`src/iorm_ram.sv`:
```
// Simple dual-port RAM with registered read data.
module iorm_ram #(
    parameter int WIDTH = 8,
    parameter int DEPTH = 16
) (
    input  logic                       i_clk,
    input  logic                       i_we,
    input  logic [$clog2(DEPTH)-1:0]   i_waddr,
    input  logic [WIDTH-1:0]           i_wdata,
    input  logic                       i_re,
    input  logic [$clog2(DEPTH)-1:0]   i_raddr,
    output logic [WIDTH-1:0]           o_rdata
);

    logic [WIDTH-1:0] r_mem [DEPTH];
    logic [WIDTH-1:0] r_rdata;

    always_ff @(posedge i_clk) begin
        if (i_we) begin
            r_mem[i_waddr] <= i_wdata;
        end
    end

    always_ff @(posedge i_clk) begin
        if (i_re) begin
            r_rdata <= r_mem[i_raddr];
        end
    end

    assign o_rdata = r_rdata;

endmodule

```
`config.mk`:
```
export PLATFORM = sky130hd
export DESIGN_NAME = iorm_ram
export DESIGN_NICKNAME = d
export VERILOG_FILES = /design/src/iorm_ram.sv
export SDC_FILE = /design/constraint.sdc
export NUM_CORES = 1
export LEC_CHECK = 0
export BUFFER_PORTS_ARGS = -buffer_cell sky130_fd_sc_hd__buf_2
export CORE_MARGIN = 2
export CORE_UTILIZATION = 59
export CTS_CLUSTER_SIZE = 25
export DETAILED_ROUTE_END_ITERATION = 8
export GPL_TIMING_DRIVEN = 0
export PLACE_DENSITY = 0.78
export SLEW_MARGIN = 15
export SYNTH_ARGS = -nofsm -noshare
export SYNTH_HDL_FRONTEND = slang
export SYNTH_SLANG_ARGS = --single-unit
```
`constraint.sdc`:
```
create_clock -name i_clk -period 2.1 [get_ports i_clk]
set_input_delay 0.105 -clock i_clk [delete_from_list [all_inputs] [get_ports i_clk]]
set_output_delay 0.105 -clock i_clk [all_outputs]
set_load 0.05 [all_outputs]
```
After elaboration in Yosys (flattened, before gate mapping):

Memories as Yosys holds them, arrays and structs flattened. A register that Yosys moved wholly into a read port is not among the register bits.
Cells that the tools add are included.

* add/sub/neg operators: 0
* multiply operators: 0
* div/mod/pow operators: 0
* $lt $le $gt $ge: 0
* equality and inequality tests: 0
* shift operators: 0
* multiplexer cells: 2
* bitwise logic cells: 0
* reductions and logical operators: 0

Operators with widths (number)
* two-way mux 1 bit: 2

* flip-flop bits (word level): 0
* bits in latches: 0
* memory bits (writable): 128
* bits in read-only memories: 0
* bits of input ports: 19
* output and inout bits: 8
* word-level logic and storage cells: 3
* memories kept: 1

Memory list
* r_mem: words 16, bits a word 8, read ports 1, clocked after memory_dff 1, write ports 1, line 15 `logic [WIDTH-1:0] r_mem [DEPTH];`

Depth between registers and ports, before layout:

* depth in word-level cells: 2
* mapped depth: 5
* depth with buffers taken out: 3

Least setup slack after synthesis:

OpenSTA, ideal clock, no wires.

* path type: input to register
* from: in i_waddr[2]
* to: mem r_mem[0][0], enable pin
* library setup time: 0.383 ns
* arrival: 1.215 ns
* required time: 1.717 ns
* path slack: 0.502 ns
* cell stages on the path: 2
* buffers on the path: 0
* cells stage by stage: or3b_2 nor3_1

RTL lines
* start: declaration: line 8 `input logic [$clog2(DEPTH)-1:0] i_waddr,`
* end: declaration: line 15

Straight into the memory's write port.

==> impl_metrics.tcl <==
set metrics [dict create \
    r2r-start "r_mem[7][3]$_DFFE_PP_" \
    finalSetupViolCount 0 \
    cts.sink_count 136 \
    cp_max_fo 1 \
    first_pass_iters 4 \
    drive_gt1_share_pct 29.0 \
    vias_per_cell 6.23 \
    reg2regPathDepth 3 \
    switching_share_pct 21.1 \
    endpoint "o_rdata[3]$_DFFE_PP_" \
    io_pins 27 \
    cts-htree-levels 4 \
    stdcell_count 401 \
    grt_pass1_wl_microns 15100 \
    crit_start "r_mem[7][3]$_DFFE_PP_" \
    slowest_delay_ns 0.56 \
    slowest_stage "mux4_1" \
    clock_path_buffers 2 \
    synth_nets 248 \
    initial_core_util_pct 60.5 \
    wl_microns 10100 \
    ys_ff_latch 136 \
    critPathRequiredTime_ns 2.35 \
    netlist_area_sq_um 5230 \
    layout_common_cells "136 x edfxtp_1, 28 x buf_2, 18 x mux4_2" \
    slew-limit-headroom_pct 22.6 \
    grt_start_max_net_pins 17 \
    cts_tree "done" \
    rows 34 \
    layout_commonest_cell "edfxtp_1" \
    antennaDiodeCount 0 \
    die_h_microns 98.1 \
    power.static_leakage_nw 2.04 \
    cts_resized 0 \
    p_switching_mw 1.27 \
    wire_per_inst_microns 25.1 \
    fin_crit_ns 1.60 \
    dr_wl_met3_microns 889 \
    avgSynthCellArea_sq_um 22.8 \
    finClkSkew_ns 0.0101 \
    nets 299 \
    ys_seq_area_share_pct 78.1 \
    intPower_mw 4.73 \
    area_delta_synth_final_pct 16.7 \
    hold_violations 0 \
    crit_chain "mux4_1 > a22oi_1 > nand2_1" \
    synth.distinct_cells 18 \
    crit_path_end_kind "register" \
    cts_root_buffer "clkbuf_8" \
    dpl.hpwl_microns 6020 \
    gp_routability_congestion 0.713 \
    drt-met1-wl_microns 3980 \
    die_w_microns 98.1 \
    sequentialPowerShare_pct 51.3 \
    worstHoldPathType "input pin to register" \
    final.fill_count 502 \
    numPlacedInstances 362 \
    peakVddDrop_mv 0.546 \
    core_sq_um 8640 \
    dieArea_sq_um 9630 \
    worst_pin_slew_ns 1.15 \
    rsz0062_at_grt "no" \
    drtIter0Drc 386 \
    reg2reg_slack_ns 0.50 \
    antenna_found_initial 0 \
    min_period_over_period_pct 76.4 \
    drv_cap 0 \
    drtAntennaViolNets 0 \
    grt_overflow 0 \
    cp.arrival_ns 1.85 \
    route.met2.wl_microns 5110 \
    cts_buffers 17 \
    grtUsageTotal_pct 22.6 \
    routed.top_layer "met4" \
    comb_power_share_pct 5.7 \
    detail_route.drc_violations 0 \
    critPathLaunchType "register" \
    clkSlewWorstSetupHoldPaths_ns 0.06 \
    power_density_nw_per_um2 983 \
    grt_pass1_vias 2500 \
    clock_latency_ns 0.50 \
    timing.rr.end "o_rdata[3]$_DFFE_PP_" \
    vias 2498 \
    crit_type "register to register" \
    clkPwrFrac_pct 43.0 \
    post-route-util_pct 70.6 \
    yosysWarnings 0 \
    port_buffers 25 \
    clock.fmax_mhz 624 \
    drv_slew 0 \
    outcome "complete, no violations" \
    synth_cells 229 \
]
## routing by layer
metal / track usage, % / vias up
li1: - / 1089
met1: 33.0 / 1254
met2: 34.8 / 145
met3: 4.72 / 10
met4: 8.54 / 0
met5: 0 / -
## worst min-delay path by stage
| stage | from | endpoint | slack, ns | cells past startpoint |
|---|---|---|---|---|
| floorplan | i_wdata[0] | r_mem[0][0]$_DFFE_PP_ | 0.20 | 0 |
| global placement | i_re | o_rdata[1]$_DFFE_PP_ | 0.44 | 1 |
| detailed placement | i_re | o_rdata[6]$_DFFE_PP_ | 0.46 | 1 |
| CTS | i_wdata[1] | r_mem[8][1]$_DFFE_PP_ | 0.004 | 1 |
| global route | i_wdata[0] | r_mem[11][0]$_DFFE_PP_ | 0.005 | 1 |
| finish | i_wdata[0] | r_mem[6][0]$_DFFE_PP_ | 0.03 | 1 |
## cell families (layout without fill, tap and decap cells)
group                  Yosys count  count (layout)  synth area share, %
flip-flops                     136             136                 78.1
multiplexers                    32              32                 14.8
buffers and inverters           10              74                 1.65
AO/OA/AOI/OAI                   16              16                 2.30
AND/OR/NAND/NOR                 35              35                 3.14
## cell usage after synthesis
cell | n | area [sq um]
nor2b_1 | 1 | 6.26
buf_4 | 1 | 7.51
clkdlybuf4s25_2 | 3 | 30.0
nor2_1 | 13 | 48.8
mux4_1 | 14 | 368
nand3b_1 | 2 | 15.0
nand2b_1 | 2 | 12.5
nand3_1 | 1 | 5.00
and2b_1 | 1 | 7.51
a22oi_1 | 16 | 120
and2_1 | 1 | 6.26
buf_6 | 3 | 33.8
nand2_1 | 9 | 33.8
nor3_1 | 4 | 20.0
buf_2 | 3 | 15.0
or3b_2 | 1 | 8.76
edfxtp_1 | 136 | 4080
mux4_2 | 18 | 405
## through the flow
stage               TNS, ns  total power, mW  instance area [sq um]  hold WS, ns  worst slack, ns
floorplan                 0             3.33                   5230        0.204            0.502
global placement     -0.325             3.44                   5490        0.439          -0.0410
detailed placement        0             3.46                   5500        0.463            0.267
CTS                       0             6.02                   6080      0.00434            0.472
global route              0             6.17                   6100      0.00547            0.447
finish                    0             6.00                   6100       0.0273            0.496
## what timing repair did
action                    CTS  global route
hold buffers                6             1
hold endpoints to repair   80             4
buffers inserted            0             0
## critical path: cells and delay by family (launching register included)
family | cells | cell delay, ns
mux | 1 | 0.56
flops | 1 | 0.42
compound gates | 1 | 0.28
simple gates | 1 | 0.10
## cell type report
type / instances / area (sq um) / area share (%)
clock inverter: 15 / 113 / 1.85
timing repair buffer: 32 / 195 / 3.20
clock buffer: 17 / 414 / 6.79
buffer: 10 / 86.3 / 1.42
multi-input combinational: 83 / 1070 / 17.6
tap: 108 / 135 / 2.22
sequential: 136 / 4080 / 67.0
## flip-flops by register name, summed over array words and instances, names as in the netlist
register	flops
o_rdata	8
r_mem	128
## power groups by stage
stage               combinational, mW  clock (mW)  sequential (mW)
CTS                             0.342        2.60             3.08
floorplan                       0.154           0             3.17
global route                    0.362        2.73             3.08
global placement                0.317           0             3.12
finish                          0.342        2.58             3.08
detailed placement              0.330           0             3.13
No activity file was read; power rests on OpenSTA's default activity.
