### src/iorm_pkg.sv
// Shared constants, codes and types of the IOVA range map table.
package iorm_pkg;

    localparam int TABLE_ENTRIES = 64;
    localparam int ADDR_BITS     = 48;
    localparam int SPAN_BITS     = ADDR_BITS + 1;
    localparam int END_BITS      = ADDR_BITS + 2;
    localparam int IDX_W         = (TABLE_ENTRIES > 1) ? $clog2(TABLE_ENTRIES) : 1;
    localparam int CNT_W         = $clog2(TABLE_ENTRIES + 1);
    localparam int MODE_W        = 2;
    localparam int STATUS_W      = 3;
    localparam int USED_W        = 7;

    localparam logic [MODE_W-1:0] MODE_MAP   = 2'd0;
    localparam logic [MODE_W-1:0] MODE_UNMAP = 2'd1;
    localparam logic [MODE_W-1:0] MODE_BULK  = 2'd2;

    localparam logic [STATUS_W-1:0] ST_OK       = 3'd0;
    localparam logic [STATUS_W-1:0] ST_ZERO     = 3'd1;
    localparam logic [STATUS_W-1:0] ST_OVERLAP  = 3'd2;
    localparam logic [STATUS_W-1:0] ST_FULL     = 3'd3;
    localparam logic [STATUS_W-1:0] ST_NOTFOUND = 3'd4;
    localparam logic [STATUS_W-1:0] ST_ROLLBACK = 3'd5;

    typedef struct packed {
        logic [ADDR_BITS-1:0] io_base;
        logic [ADDR_BITS-1:0] phys_base;
        logic [SPAN_BITS-1:0] span;
    } t_entry;

    localparam int ENTRY_W = $bits(t_entry);

    typedef struct packed {
        logic overlap;
        logic exact;
    } t_cmp;

    typedef enum logic [1:0] {
        S_IDLE,
        S_SCAN,
        S_FIN
    } t_state;

endpackage

### src/iorm_cmp.sv
// Range compare of one stored entry against the request: overlap and exact match.
module iorm_cmp import iorm_pkg::*; (
    input  t_entry                 i_entry,
    input  logic [ADDR_BITS-1:0]   i_base,
    input  logic [SPAN_BITS-1:0]   i_span,
    input  logic [END_BITS-1:0]    i_end,
    output t_cmp                   o_cmp
);

    logic [END_BITS-1:0] e_end;

    // ends at full width, half-open intervals
    assign e_end = END_BITS'(i_entry.io_base) + END_BITS'(i_entry.span);

    assign o_cmp.overlap = (END_BITS'(i_base) < e_end) &&
                           (END_BITS'(i_entry.io_base) < i_end);
    assign o_cmp.exact   = (i_entry.io_base == i_base) && (i_entry.span == i_span);

endmodule
### config.mk
export PLATFORM = sky130hd
export DESIGN_NAME = iorm_cmp
export DESIGN_NICKNAME = d
export VERILOG_FILES = /design/src/iorm_pkg.sv /design/src/iorm_cmp.sv
export SDC_FILE = /design/constraint.sdc
export NUM_CORES = 1
export LEC_CHECK = 0
export BUFFER_PORTS_ARGS = -buffer_cell sky130_fd_sc_hd__buf_2
export CAP_MARGIN = 20
export CORE_MARGIN = 2
export CORE_UTILIZATION = 41
export DETAILED_ROUTE_END_ITERATION = 7
export PLACE_DENSITY_LB_ADDON = 0.3
export SETUP_SLACK_MARGIN = 0.05
export SYNTH_ARGS = -nofsm -noshare
export SYNTH_HDL_FRONTEND = slang
export SYNTH_SLANG_ARGS = --single-unit
### constraint.sdc
create_clock -name vclk -period 4.2
set_input_delay 0.42 -clock vclk [all_inputs]
set_output_delay 0.42 -clock vclk [all_outputs]
set_load 0.05 [all_outputs]
Word level (Yosys, flattened, before mapping). Cells that the tools add are included.

Logic and storage cells: 7. Bits in registers: 0. Output and inout port bits: 2. Input port bits: 292.

Reduce and logical (&&, ||, !) cells: 2. Equality and inequality tests: 2. Add/subtract/negate cells: 1. $lt $le $gt $ge: 2.

Operators with widths (count): $lt 48x50->1 (2); $add 48x49->50 (1); $eq 49x49->1 (1); $eq 48x48->1 (1); $logic_and 1x1->1 (2).

Logic depth before layout (Yosys ltp).
Depth after elaboration: 3. Depth in mapped cells: 20. Mapped depth without buffers: 20.

Worst setup path after synthesis. OpenSTA, ideal clock, no wires.

Path type: input -> output. From: in i_entry[0] in the netlist's numbering. To: out o_cmp[1] in the netlist's numbering. Buffers on the path: 0. Arrival: 4.299 ns. Data required time: 3.780 ns. Slack: -0.519 ns. Stages: 19. Path through: ha_1 inv_1 fa_1 nor2b_1 o2111ai_1 a21oi_1 nor3_2 o311a_1 o21bai_1 a21oi_1 xor2_1 ha_1 nand3_1 nor4_1 nand2_1 a2111oi_0 o21ai_0 o31ai_1 nand3_1.

RTL lines: start: declaration (line iorm_cmp.sv:3) `input t_entry i_entry,`; end: declaration (line iorm_cmp.sv:7) `output t_cmp o_cmp`.

==> metrics.csv <==
metric,value,unit
synth.avg_cell_area,7.340,µm²
required,3.78,ns
via_per_inst,5.587,
drive_above_1_share,40.09,%
synthesis.nets,1295,
drtIter0Drc,498,
fin_ws,-0.6454,ns
muxShareOfSynthArea,0.4757,%
die_x,128.1,µm
drc,0,
overflow,0,
dr_total_vias,8381,
cp-end-kind,output pin,
ys_warn_count,0,
fmax,206.4,MHz
synthCells,860,
finalMaxSlewViolations,0,
synthAdderAreaFrac,28.46,%
core_area,15150,µm²
yosys.area.top_type,ha_1,
p_int,760.1,µW
holdWs,1.416,ns
worst-setup-path-type,in -> out,
dp_hpwl,24.73,mm
grt_pass1_vias,8268,
max_stage_delay,0.44,ns
synth_compound_area_share,27.89,%
power_frac_comb,100.0,%
regArea,0,µm²
grt_max_degree,12,
worstHoldStart,i_entry[48],
synth_area_leaders,"ha_1 (28%), xnor2_1 (10%), xor2_1 (7.8%)",
status,finished with violations,
rsz0062_at_grt,yes,
peakVddDrop,0.07020,mV
drv_cap,0,
die_y,128.1,µm
gp_congestion,1.011,
path_max_fanout,5,
numPortBuffers,246,
placed_cells,1494,
cpMostUsedCell,o21ai_2,
nets,1749,
grt_antenna_before_repair,2,
syn-cell-area,6312,µm²
num_rows,45,
cp-start-kind,primary input,
clockPowerShare,0,%
wl,27.64,mm
whs_endpoint,o_cmp[1],
ant_nets,0,
clock_buffers,0,
pin_count,294,
syn_to_final_growth,53.06,%
grt_usage,32.19,%
crit_chain,buf_4 > ha_4 > a21oi_4 > o21ai_2 > a2111o_1 > nor3_4 > nor3_2 > or4_1 > a21oi_2 > xor2_1 > ha_1 > nand4_1 > nor4_4 > nand2_2 > a2111oi_4 > o21ai_2 > o31ai_2 > nand3_2 > buf_8,
setup_viol_count_final,1,
post_synth_xor_area_fraction,18.18,%
ys_top_cells_by_count,"ha_1 (142), a21oi_1 (80), xnor2_1 (75), inv_1 (71), xor2_1 (56)",
placed_cell_area,9400,µm²
arrival,4.43,ns
fin_crit,4.845,ns
p_switching,793.5,µW
synth_top_area_share,28.15,%
cp_slowest_cell,a2111o_1,
yosys.cell_types.count,65,
setup_tns,-0.6454,ns
wl_per_cell,18.43,µm
worst_pin_slew,0.6968,ns
hold_depth,4,
hold_viol,0,
final_cells,1500,
worstHoldPathType,in -> out,
final.period_utilization,115.4,%
p_per_area,160.8,nW/µm²
antenna_cells,0,
grt_pass1_wl,41.59,mm
p_total,1.554,mW
pwr-share-seq,0,%
seq_area_frac_synth,0,%
relSlewSlack,52.35,%
stdcell_area,9662,µm²
seq_cells,0,
yosys.area_share.simple,19.80,%
violations,setup timing,
die_area,16400,µm²
first_pass_iters,5,
switching_share,51.07,%
synth_top_family_by_area,adder cells,
synth.most_common_cell,ha_1,
start_util,41.68,%
power_leakage,4.966,nW
## worst max-delay path by stage
stage,start,end,slack [ns],depth (start not counted)
finish,i_entry[11],o_cmp[1],-0.65,19
global route,i_entry[13],o_cmp[1],-0.83,19
CTS,i_entry[1],o_cmp[1],-0.60,23
detailed placement,i_entry[13],o_cmp[1],-0.87,19
global placement,i_entry[13],o_cmp[1],-0.83,19
floorplan,i_entry[11],o_cmp[1],-0.24,18
## cells in the final DEF, fill, tap and decap left out, drive strengths merged, types with 29 or more instances in the layout
master / synthesis / layout
a21o: 29 / 29
nor2: 34 / 34
a21oi: 84 / 84
o21ai: 42 / 42
ha: 142 / 142
inv: 71 / 71
nand4: 39 / 39
buf: 2 / 466
xor2: 56 / 56
nand2: 53 / 53
xnor2: 75 / 75
## cell families (layout without fill, tap and decap cells)
| logic type | Yosys count | in the layout |
|---|---|---|
| XOR/XNOR | 131 | 131 |
| AO/OA/AOI/OAI | 265 | 265 |
| adder cells (fa/ha/maj) | 143 | 143 |
| buffers and inverters | 85 | 537 |
| AND/OR/NAND/NOR | 233 | 233 |
| multiplexers | 3 | 3 |
## metrics by stage
stage	util (%)	setup WS [ns]
global route	63.79	-0.8270
CTS	62.52	-0.5961
global placement	62.07	-0.8257
floorplan	-	-0.2351
detailed placement	62.07	-0.8660
finish	63.79	-0.6454
## layer usage
metal | wire (µm) | up-vias | track usage (%) | part of all wire [%]
li1 | - | 4159 | - | -
met1 | 11340 | 3803 | 38.75 | 41
met2 | 12920 | 349 | 56.81 | 47
met3 | 2193 | 66 | 6.427 | 7.9
met4 | 1160 | 4 | 11.31 | 4.2
met5 | 28 | - | 0 | 0.10
## layout make-up
type,count,area [µm²]
Fill cell,1422,5484
Inverter,71,266.5
Timing Repair Buffer,466,2895
Multi-Input combinational cell,775,6265
Tap cell,188,235.2
## timing repair
| action | CTS | global route |
|---|---|---|
| pin swaps | 10 | 20 |
| setup endpoints to repair | 1 | 1 |
| hold buffers | 0 | 0 |
| resized for setup | 17 | 34 |
| buffers inserted | 2 | 4 |
## power groups by stage
| stage | registers, mW | logic (mW) | clock network, mW |
|---|---|---|---|
| after floorplan | 0 | 0.784 | 0 |
| after global placement | 0 | 1.43 | 0 |
| after detailed placement | 0 | 1.45 | 0 |
| after CTS | 0 | 1.48 | 0 |
| after global routing | 0 | 1.69 | 0 |
| final | 0 | 1.55 | 0 |
## worst max-delay path, delay by kind of cell
family,cells,cell delay (ns)
xor gates and xnor gates,1,0.08
and+or+nand+nor,7,1.53
buffers and inverters,2,0.31
AOI/OAI and AO/OA,7,1.52
adders and majority gates,2,0.57
Note: power is estimated with default switching activity, not from simulation.
